<file path="config.mk">
export PLATFORM = sky130hd
export DESIGN_NAME = shuffled_lcg_random_generator
export DESIGN_NICKNAME = d
export VERILOG_FILES = /design/src/hdl/slcg_pkg.sv /design/src/hdl/slcg_mulmod.sv /design/src/hdl/slcg_index.sv /design/src/hdl/slcg_table_ram.sv /design/src/hdl/shuffled_lcg_random_generator.sv
export VERILOG_INCLUDE_DIRS = /design/src /design/src/hdl
export SDC_FILE = /design/constraint.sdc
export NUM_CORES = 2
export LEC_CHECK = 0
export BUFFER_PORTS_ARGS = -buffer_cell sky130_fd_sc_hd__clkbuf_2
export CORE_ASPECT_RATIO = 2
export CORE_MARGIN = 1.5
export CORE_UTILIZATION = 40
export DETAILED_ROUTE_END_ITERATION = 10
export HOLD_SLACK_MARGIN = 0.06
export PLACE_DENSITY = 0.64
export SYNTH_ARGS = -nofsm -noshare
export SYNTH_HDL_FRONTEND = slang
export SYNTH_SLANG_ARGS = --single-unit
</file>
<file path="constraint.sdc">
create_clock -name clk -period 8.2 [get_ports clk]
set_clock_uncertainty 0.15 [all_clocks]
set_input_delay 0.82 -clock clk [delete_from_list [all_inputs] [get_ports clk]]
set_output_delay 0.82 -clock clk [all_outputs]
set_load 0.02 [all_outputs]
</file>
<file path="src/hdl/shuffled_lcg_random_generator_defines.svh">
// ----------------------------------------------------------------------------
// Shuffled LCG random generator - assertion macros
// Concurrent checks used by the top level; empty when SYNTHESIS is set.
// ----------------------------------------------------------------------------
`ifndef SHUFFLED_LCG_RANDOM_GENERATOR_DEFINES_SVH
`define SHUFFLED_LCG_RANDOM_GENERATOR_DEFINES_SVH

`ifndef SYNTHESIS

// Same-cycle implication, clocked on clk, off during rst
`define SLCG_ASSERT_NOW(label, ante, cons) \
  label: assert property (@(posedge clk) disable iff (rst) (ante) |-> (cons)) \
    else $error("slcg check failed");

// Next-cycle implication, clocked on clk, off during rst
`define SLCG_ASSERT_NEXT(label, ante, cons) \
  label: assert property (@(posedge clk) disable iff (rst) (ante) |=> (cons)) \
    else $error("slcg check failed");

`else

`define SLCG_ASSERT_NOW(label, ante, cons)
`define SLCG_ASSERT_NEXT(label, ante, cons)

`endif

`endif

</file>
<file path="src/hdl/slcg_pkg.sv">
// ----------------------------------------------------------------------------
// slcg_pkg
// Widths and constants of the minimal-standard generator and its shuffle.
// ----------------------------------------------------------------------------
`timescale 1ns / 1ps
`default_nettype none

package slcg_pkg;

  // generator value width and modulus 2^31-1
  localparam int VAL_W = 31;
  localparam logic [VAL_W-1:0] LCG_MOD = 31'h7FFF_FFFF;

  // multiplier 16807 fits in 15 bits
  localparam int MUL_W = 15;
  localparam logic [MUL_W-1:0] LCG_MUL = 15'd16807;

  // full product width
  localparam int PROD_W = VAL_W + MUL_W;

  // warm-up steps run beyond the table fill
  localparam int WARMUP_EXTRA = 8;

endpackage

`default_nettype wire

</file>
<file path="src/hdl/slcg_mulmod.sv">
// ----------------------------------------------------------------------------
// slcg_mulmod
// One generator step x*16807 mod 2^31-1: product registered on start,
// Mersenne fold (high part plus low part, one conditional subtract) after it.
// ----------------------------------------------------------------------------
`timescale 1ns / 1ps
`default_nettype none

module slcg_mulmod
  import slcg_pkg::*;
(
  input  logic             clk,
  input  logic             start,
  input  logic [VAL_W-1:0] x,
  output logic [VAL_W-1:0] result
);

  logic [PROD_W-1:0] prod;
  logic [VAL_W:0]    sum;

  // multiply stage
  always_ff @(posedge clk) begin
    if (start) begin
      prod <= PROD_W'(x) * PROD_W'(LCG_MUL);
    end
  end

  // fold: 2^31 == 1 mod M, so hi + lo, then one subtract
  always_comb begin
    sum = {1'b0, prod[VAL_W-1:0]} + (VAL_W+1)'(prod[PROD_W-1:VAL_W]);
    if (sum >= {1'b0, LCG_MOD}) begin
      result = VAL_W'(sum - {1'b0, LCG_MOD});
    end else begin
      result = sum[VAL_W-1:0];
    end
  end

endmodule

`default_nettype wire

</file>
<file path="src/hdl/slcg_index.sv">
// ----------------------------------------------------------------------------
// slcg_index
// Shuffle slot from the previous output: x / (1 + (2^31-2)/depth), done as
// compares against constant slot boundaries, result registered.
// ----------------------------------------------------------------------------
`timescale 1ns / 1ps
`default_nettype none

module slcg_index
  import slcg_pkg::*;
#(
  parameter int TABLE_DEPTH = 32
)
(
  input  logic                           clk,
  input  logic [VAL_W-1:0]               x,
  output logic [$clog2(TABLE_DEPTH)-1:0] idx
);

  localparam int IDX_W = $clog2(TABLE_DEPTH);
  localparam logic [VAL_W:0] SPAN = (VAL_W+1)'(1 + (2147483646 / TABLE_DEPTH));

  logic [IDX_W-1:0] q;

  // highest boundary not above x
  always_comb begin
    q = '0;
    for (int k = 1; k < TABLE_DEPTH; k++) begin
      if ({1'b0, x} >= SPAN * (VAL_W+1)'(k)) begin
        q = IDX_W'(k);
      end
    end
  end

  always_ff @(posedge clk) begin
    idx <= q;
  end

endmodule

`default_nettype wire

</file>
<file path="src/hdl/slcg_table_ram.sv">
// ----------------------------------------------------------------------------
// slcg_table_ram
// Shuffle table: simple dual-port synchronous RAM, one write and one
// registered read per cycle.
// ----------------------------------------------------------------------------
`timescale 1ns / 1ps
`default_nettype none

module slcg_table_ram #(
  parameter int DEPTH = 32,
  parameter int WIDTH = 31
)
(
  input  logic                     clk,
  input  logic                     we,
  input  logic [$clog2(DEPTH)-1:0] waddr,
  input  logic [WIDTH-1:0]         wdata,
  input  logic                     re,
  input  logic [$clog2(DEPTH)-1:0] raddr,
  output logic [WIDTH-1:0]         rdata
);

  logic [WIDTH-1:0] mem [DEPTH];

  // write port
  always_ff @(posedge clk) begin
    if (we) begin
      mem[waddr] <= wdata;
    end
  end

  // read port, registered
  always_ff @(posedge clk) begin
    if (re) begin
      rdata <= mem[raddr];
    end
  end

endmodule

`default_nettype wire

</file>
<file path="src/hdl/shuffled_lcg_random_generator.sv">
// ----------------------------------------------------------------------------
// shuffled_lcg_random_generator
// Minimal-standard multiplicative generator feeding a shuffle table held in
// a synchronous RAM; one 31-bit sample per request transaction.
// ----------------------------------------------------------------------------
//
//  channel   handshake               payload
//  ------    ---------------------   -------------------
//  config    cfg_valid / cfg_ready   seed [30:0]
//  request   in_valid / in_stall     reseed
//  result    out_valid / out_stall   sample [30:0]
//
//  A draw runs a RAM read plus multiply, then the fold and table write-back.
//  Seeding first runs TABLE_DEPTH+8 warm-up steps, each a multiply and then
//  a fold in the shared multiply/fold unit, before the draw.
//  Reset is synchronous; the block seeds itself on the first request.
//  The result register lets the next request in while a sample waits.
//
`timescale 1ns / 1ps
`default_nettype none

`include "shuffled_lcg_random_generator_defines.svh"

module shuffled_lcg_random_generator
  import slcg_pkg::*;
#(
  parameter int TABLE_DEPTH = 32
)
(
  input  logic             clk,
  input  logic             rst,
  input  logic             cfg_valid,
  output logic             cfg_ready,
  input  logic [VAL_W-1:0] seed,
  input  logic             in_valid,
  output logic             in_stall,
  input  logic             reseed,
  output logic             out_valid,
  input  logic             out_stall,
  output logic [VAL_W-1:0] sample
);

  localparam int IDX_W = $clog2(TABLE_DEPTH);
  localparam int STEPS = TABLE_DEPTH + WARMUP_EXTRA;
  localparam int CNT_W = $clog2(STEPS);

  typedef enum logic [2:0] {
    S_IDLE,
    S_SEED_MUL,
    S_SEED_FOLD,
    S_SEED_IDX,
    S_DRAW_RD,
    S_DRAW_WB,
    S_DELIVER
  } state_t;

  state_t           state;
  logic [VAL_W-1:0] seed_reg;
  logic             seeded;
  logic [VAL_W-1:0] lcg_value;
  logic [VAL_W-1:0] last_output;
  logic [CNT_W-1:0] step_cnt;

  logic             mul_start;
  logic [VAL_W-1:0] mul_result;
  logic             ram_we;
  logic [IDX_W-1:0] ram_waddr;
  logic             ram_re;
  logic [VAL_W-1:0] ram_rdata;
  logic [IDX_W-1:0] idx;
  logic [VAL_W-1:0] seed_init;
  logic             out_free;
  logic             out_load;

  assign cfg_ready = 1'b1;
  assign in_stall  = (state != S_IDLE);
  assign out_free  = !out_valid || !out_stall;
  assign out_load  = out_free && (state == S_DRAW_WB || state == S_DELIVER);

  // zero and the modulus itself would lock the generator
  assign seed_init = (seed_reg == '0 || seed_reg == LCG_MOD) ? VAL_W'(1) : seed_reg;

  // step unit, RAM and slot control
  assign mul_start = (state == S_SEED_MUL) || (state == S_DRAW_RD);
  assign ram_re    = (state == S_DRAW_RD);
  assign ram_we    = (state == S_DRAW_WB) ||
                     (state == S_SEED_FOLD && step_cnt < CNT_W'(TABLE_DEPTH));
  assign ram_waddr = (state == S_DRAW_WB) ? idx : step_cnt[IDX_W-1:0];

  slcg_mulmod u_mulmod (
    .clk    (clk),
    .start  (mul_start),
    .x      (lcg_value),
    .result (mul_result)
  );

  slcg_table_ram #(
    .DEPTH (TABLE_DEPTH),
    .WIDTH (VAL_W)
  ) u_table (
    .clk   (clk),
    .we    (ram_we),
    .waddr (ram_waddr),
    .wdata (mul_result),
    .re    (ram_re),
    .raddr (idx),
    .rdata (ram_rdata)
  );

  // slot from last_output, registered in slcg_index
  slcg_index #(
    .TABLE_DEPTH (TABLE_DEPTH)
  ) u_index (
    .clk (clk),
    .x   (last_output),
    .idx (idx)
  );

  // sequencer: seeding, draw, result register
  always_ff @(posedge clk) begin
    if (rst) begin
      state     <= S_IDLE;
      seed_reg  <= VAL_W'(1);
      seeded    <= 1'b0;
      out_valid <= 1'b0;
    end else begin
      if (cfg_valid) begin
        seed_reg <= seed;
      end
      if (out_load) begin
        out_valid <= 1'b1;
      end else if (out_valid && !out_stall) begin
        out_valid <= 1'b0;
      end
      case (state)
        S_IDLE: begin
          if (in_valid) begin
            if (reseed || !seeded) begin
              lcg_value <= seed_init;
              step_cnt  <= CNT_W'(STEPS - 1);
              state     <= S_SEED_MUL;
            end else begin
              state <= S_DRAW_RD;
            end
          end
        end
        S_SEED_MUL: begin
          state <= S_SEED_FOLD;
        end
        S_SEED_FOLD: begin
          lcg_value <= mul_result;
          if (step_cnt == '0) begin
            // slot 0 is filled last and becomes the previous output
            last_output <= mul_result;
            seeded      <= 1'b1;
            state       <= S_SEED_IDX;
          end else begin
            step_cnt <= step_cnt - CNT_W'(1);
            state    <= S_SEED_MUL;
          end
        end
        S_SEED_IDX: begin
          state <= S_DRAW_RD;
        end
        S_DRAW_RD: begin
          state <= S_DRAW_WB;
        end
        S_DRAW_WB: begin
          lcg_value   <= mul_result;
          last_output <= ram_rdata;
          if (out_free) begin
            sample <= ram_rdata;
            state  <= S_IDLE;
          end else begin
            state <= S_DELIVER;
          end
        end
        S_DELIVER: begin
          if (out_free) begin
            sample <= last_output;
            state  <= S_IDLE;
          end
        end
        default: begin
          state <= S_IDLE;
        end
      endcase
    end
  end

  // checks
  `SLCG_ASSERT_NOW(a_no_rw_overlap, ram_we, !ram_re)
  `SLCG_ASSERT_NOW(a_sample_nonzero, out_valid, sample != '0)
  `SLCG_ASSERT_NOW(a_state_nonzero, seeded, lcg_value != '0)
  `SLCG_ASSERT_NEXT(a_busy_after_accept, in_valid && !in_stall, in_stall)

endmodule

`default_nettype wire

</file>
[Word-level counts from Yosys, hierarchy flattened]
Memories as Yosys holds them, arrays and structs flattened. A register that Yosys moved wholly into a read port is not among the register bits.
Index checks and enable logic that the tools add are counted.
Storage, ports and cells
  bits in registers: 186
  memory bits (writable): 992
  input bits: 37
  word-level logic and storage cells: 153
  memories kept: 1
Cells by class
  add/sub/neg operators: 3
  multiply operators: 1
  order comparisons: 33
  equal/unequal tests: 13
  multiplexer cells: 55
  bitwise logic cells: 1
  reduce and logical (&&, ||, !) cells: 32
Memory list
  u_table.mem: depth 32, bits a word 31, read ports 1, clocked after memory_dff 1, write ports 1, RTL line slcg_table_ram.sv:23  | logic [WIDTH-1:0] mem [DEPTH];
Operator list (number)
  $ge A31 B31 Y1 const B: 16
  $ge A31 B30 Y1 const B: 8
  $mux W31: 7
  $pmux W31 S2: 3
  $ge A31 B29 Y1 const B: 4
  $mux W4: 16
  $ge A31 B28 Y1 const B: 2
  $mul A31 B15 Y46 const B: 1
  $mux W3: 12
  $add A31 B15 Y32: 1
  $ge A32 B31 Y1 const B: 1
  $eq A31 B31 Y1 const B: 1
  $ge A31 B27 Y1 const B: 1
  $logic_not A31 Y1: 1
  $sub A31 B31 Y31 const B: 1
  $pmux W3 S7: 1
  $mux W6: 3
  $reduce_or A16 Y1: 1
  $pmux W6 S2: 1
  $mux W2: 5
  $ne A2 B2 Y1 const B: 5
  $reduce_bool A2 Y1: 5
  $eq A3 B3 Y1 const B: 3
  $reduce_and A4 Y1: 2
  20 further kinds: 37

[Longest topological paths before layout]
  depth in word-level cells: 31
  gate-level depth with buffers: 22
  depth with buffers taken out: 22

[Hierarchy]
From an unflattened synthesis, not the netlist that was laid out.
Unflattened totals
  cell total of the unflattened synthesis: 3826
  area total of the unflattened synthesis: 56315.3 µm²
By module, submodules not included
  slcg_table_ram: times used 1, cells each 2192, area each 39474.1 µm²
  slcg_mulmod: times used 1, cells each 1160, area each 10745.3 µm²
  shuffled_lcg_random_generator: times used 1, cells each 464, area each 5977.0 µm²
  slcg_index: times used 1, cells each 10, area each 118.9 µm²

[Least setup slack after synthesis]
Ideal clock, no wire load.
  path type: reg2reg
  start: register lcg_value[19]
  end: register u_mulmod.prod[44] (data pin)
  library setup time: 0.261 ns
  data arrival time: 5.806 ns
  required time: 7.789 ns
  path slack: 1.983 ns
  stages on the path, launching flop included: 20
  buffers on the path: 0
  cell sequence: edfxtp_1 -> inv_1 -> fa_1 -> inv_1 -> ha_1 -> fa_1 -> fa_1 -> fa_1 -> fa_1 -> ha_1 -> a211o_1 -> a211oi_1 -> nand3_1 -> a21oi_1 -> o2111ai_1 -> o211ai_1 -> o21ai_0 -> a221oi_1 -> nor4b_1 -> a311o_1
On the way
  word-level cells in the longest chain between the ends: 1
Ends and longest elaborated chain
  start, declared: RTL line shuffled_lcg_random_generator.sv:60  | logic [VAL_W-1:0] lcg_value;
  start signal, assigned: RTL line shuffled_lcg_random_generator.sv:139  | lcg_value <= seed_init;
  start signal, assigned: RTL line shuffled_lcg_random_generator.sv:151  | lcg_value <= mul_result;
  start signal, assigned: RTL line shuffled_lcg_random_generator.sv:169  | lcg_value <= mul_result;
  $mul A31 B15 Y46: RTL line slcg_mulmod.sv:24  | prod <= PROD_W'(x) * PROD_W'(LCG_MUL);
  end signal, assigned: RTL line slcg_mulmod.sv:24
  end, declared: RTL line slcg_mulmod.sv:18  | logic [PROD_W-1:0] prod;
Every way passes these cells.
A chain may end at the register's enable or synchronous reset.

[Worst setup path in the final report]
  start: register lcg_value[17]
  end: register u_mulmod.prod[44] (data pin)
The elaborated chain is that of the path after synthesis.

==> impl_metrics.json <==
{
  "status": "finished, final reports clean",
  "place_hpwl_um": 105000,
  "ys_warn_count": 0,
  "synth_edf_count": 1168,
  "power.density_nw_per_um2": 394,
  "crit_path_end_kind": "flop",
  "grt_first_pass_wirelength_um": 219000,
  "syn-cell-area_sq_um": 55000,
  "dieArea_sq_um": 140000,
  "largest_register_ffs": 992,
  "grt_setup_unrepaired": "false",
  "clock-sinks": 1209,
  "mostFrequentLayoutCell": "edfxtp_1",
  "drive_gt1_share_pct": 23.3,
  "tritoncts.num_buffers": 100,
  "post_cts_resized": 0,
  "post_cts_buffers": 0,
  "antenna_violating_nets_post_route": 0,
  "vias_per_cell": 5.79,
  "dr.first_iter.drc_count": 2352,
  "die_w_um": 265,
  "hold_path.class": "in -> reg",
  "antenna_found_initial": 3,
  "layout_common_cells": "edfxtp_1 (1168), mux4_2 (310), ha_1 (205), inv_1 (181), fa_1 (134)",
  "cts_hold_buf": 0,
  "slew_headroom_pct": 10.7,
  "synth_ff_type": "edfxtp_1",
  "vias": 29001,
  "h-tree-depth": 3,
  "grtUsageTotal_pct": 22.2,
  "syn_inst": 3046,
  "p_leak_uw": 0.0207,
  "grt_max_degree": 128,
  "synth-seq-cells": 1209,
  "reg_top3": "u_table.mem x992, u_mulmod.prod x46",
  "finalCritPeriodShare_pct": 88.8,
  "ir_worst_vdd_mv": 0.324,
  "numPortBuffers": 69,
  "period_minus_slack_ns": 7.28,
  "place.gp.congestion": 0.991,
  "syn-num-nets": 3422,
  "regMostFlops": "u_table.mem",
  "synth.avg_cell_area_sq_um": 18.1,
  "wirelength_um": 154000,
  "required_ns": 8.52,
  "yosysUniqueCellTypes": 84,
  "hold_slack_ns": 0.189,
  "clockRootBuffer": "clkbuf_16",
  "io_pins": 71,
  "drc": 0,
  "setup-violations-final": 0,
  "grt_pass1_vias": 31003,
  "start_util_pct": 40.2,
  "coreArea_sq_um": 137000,
  "cts_buffer_depth": 3,
  "areaGrowthSynthToFinish_pct": 11.5,
  "dr.pass1.iters": 5,
  "fmax_mhz": 137,
  "clkTransAtPathRegs_ns": 0.07,
  "drv_slew": 0,
  "seq_area_frac_synth_pct": 65.3,
  "die_height_um": 527,
  "cap_violations": 0,
  "layout.nets": 3553,
  "tns_ns": 0,
  "worst-setup-path-type": "reg -> reg",
  "critical_path.max_fanout": 5,
  "hold_violations": 0,
  "tightestPinTransition_ns": 1.34,
  "critPathLaunchType": "flop",
  "cp_data_arrival_time_ns": 7.60,
  "grt-ovfl-total": 0,
  "cts_tree": "built",
  "wire_per_inst_um": 30.7,
  "num_rows": 192,
  "insertion_delay_ns": 0.72,
  "synth_async_sr_flop_share_pct": 0
}
[report_power, final]
part | total (uW) | switching [uW] | internal (uW)
clock | 4880 | 2280 | 2600
combinational | 10200 | 6760 | 3420
sequential | 9110 | 216 | 8900
total | 24200 | 9260 | 14900
[cells by family after synthesis]
family	synth area share (%)
buffers and inverters	2.06
muxes	14.7
xor gates and xnor gates	1.08
DFF	65.3
and+or+nand+nor	3.82
AOI/OAI and AO/OA	3.51
adders and majority gates	9.54
other	0.00682
[synthesized netlist by cell type (all sizes together) (41+ instances only)]
library cell | number | area share (%)
mux2 | 68 | 1.4
edfxtp | 1168 | 64
dfxtp | 41 | 1.5
mux4 | 310 | 13
clkbuf | 85 | 0.58
nor2 | 147 | 1.0
o21ai | 52 | 0.47
nand2 | 114 | 0.78
fa | 134 | 4.9
ha | 205 | 4.7
inv | 181 | 1.2
a21oi | 62 | 0.56
xnor2 | 46 | 0.75
[metal layers]
layer  GRT usage [%]  wire length [um]  vias to the layer above
li1                -                 -                    12292
met1            22.0             48600                    15298
met2            42.4             86300                     1045
met3            2.92              7340                      366
met4            14.7             11500                        0
met5               0                 0                        -
[metrics by stage]
stage | power [uW] | setup slack, ns | util (%) | cells | area (sq um)
finish | 24200 | 0.918 | 44.9 | 5007 | 61300
global placement | 19200 | 1.01 | 42.5 | 4821 | 58100
global route | 25400 | 0.587 | 44.9 | 5006 | 61300
floorplan | 15800 | 1.98 | - | 3046 | 55000
detailed placement | 19200 | 0.958 | 42.5 | 4821 | 58100
CTS | 24200 | 0.922 | 44.9 | 5004 | 61300
[final cells by class]
type | count | area [sq um]
Fill cell | 11591 | 75300
Sequential cell | 1209 | 35900
Multi-Input combinational cell | 1540 | 18400
Clock buffer | 117 | 2590
Tap cell | 1746 | 2180
Timing Repair Buffer | 145 | 941
Inverter | 181 | 679
Clock inverter | 66 | 678
Antenna cell | 3 | 7.51
[worst paths after layout]
| path | slack (ns) | start | end | cells past startpoint |
|---|---|---|---|---|
| max | 0.92 | lcg_value[17] | u_mulmod.prod[44] | 19 |
| min | 0.19 | seed[30] | seed_reg[30] | 3 |
| max reg2reg | 0.92 | lcg_value[17] | u_mulmod.prod[44] | 19 |
| min reg2reg | 0.22 | last_output[30] | u_index.idx[4] | 0 |
[worst max-delay path: stages, from the launching register on]
cell	delay, ns
edfxtp_1	0.56
inv_1	0.22
fa_1	0.53
inv_1	0.05
ha_1	0.30
fa_1	0.53
fa_1	0.44
fa_1	0.53
fa_1	0.49
ha_1	0.37
a21o_1	0.22
a211oi_1	0.37
nand3_1	0.12
a21oi_1	0.29
o2111ai_1	0.17
o211ai_1	0.29
o21ai_0	0.37
a221oi_1	0.56
nor4b_1	0.12
a311o_1	0.34
Power figures use the tool's default switching activity.
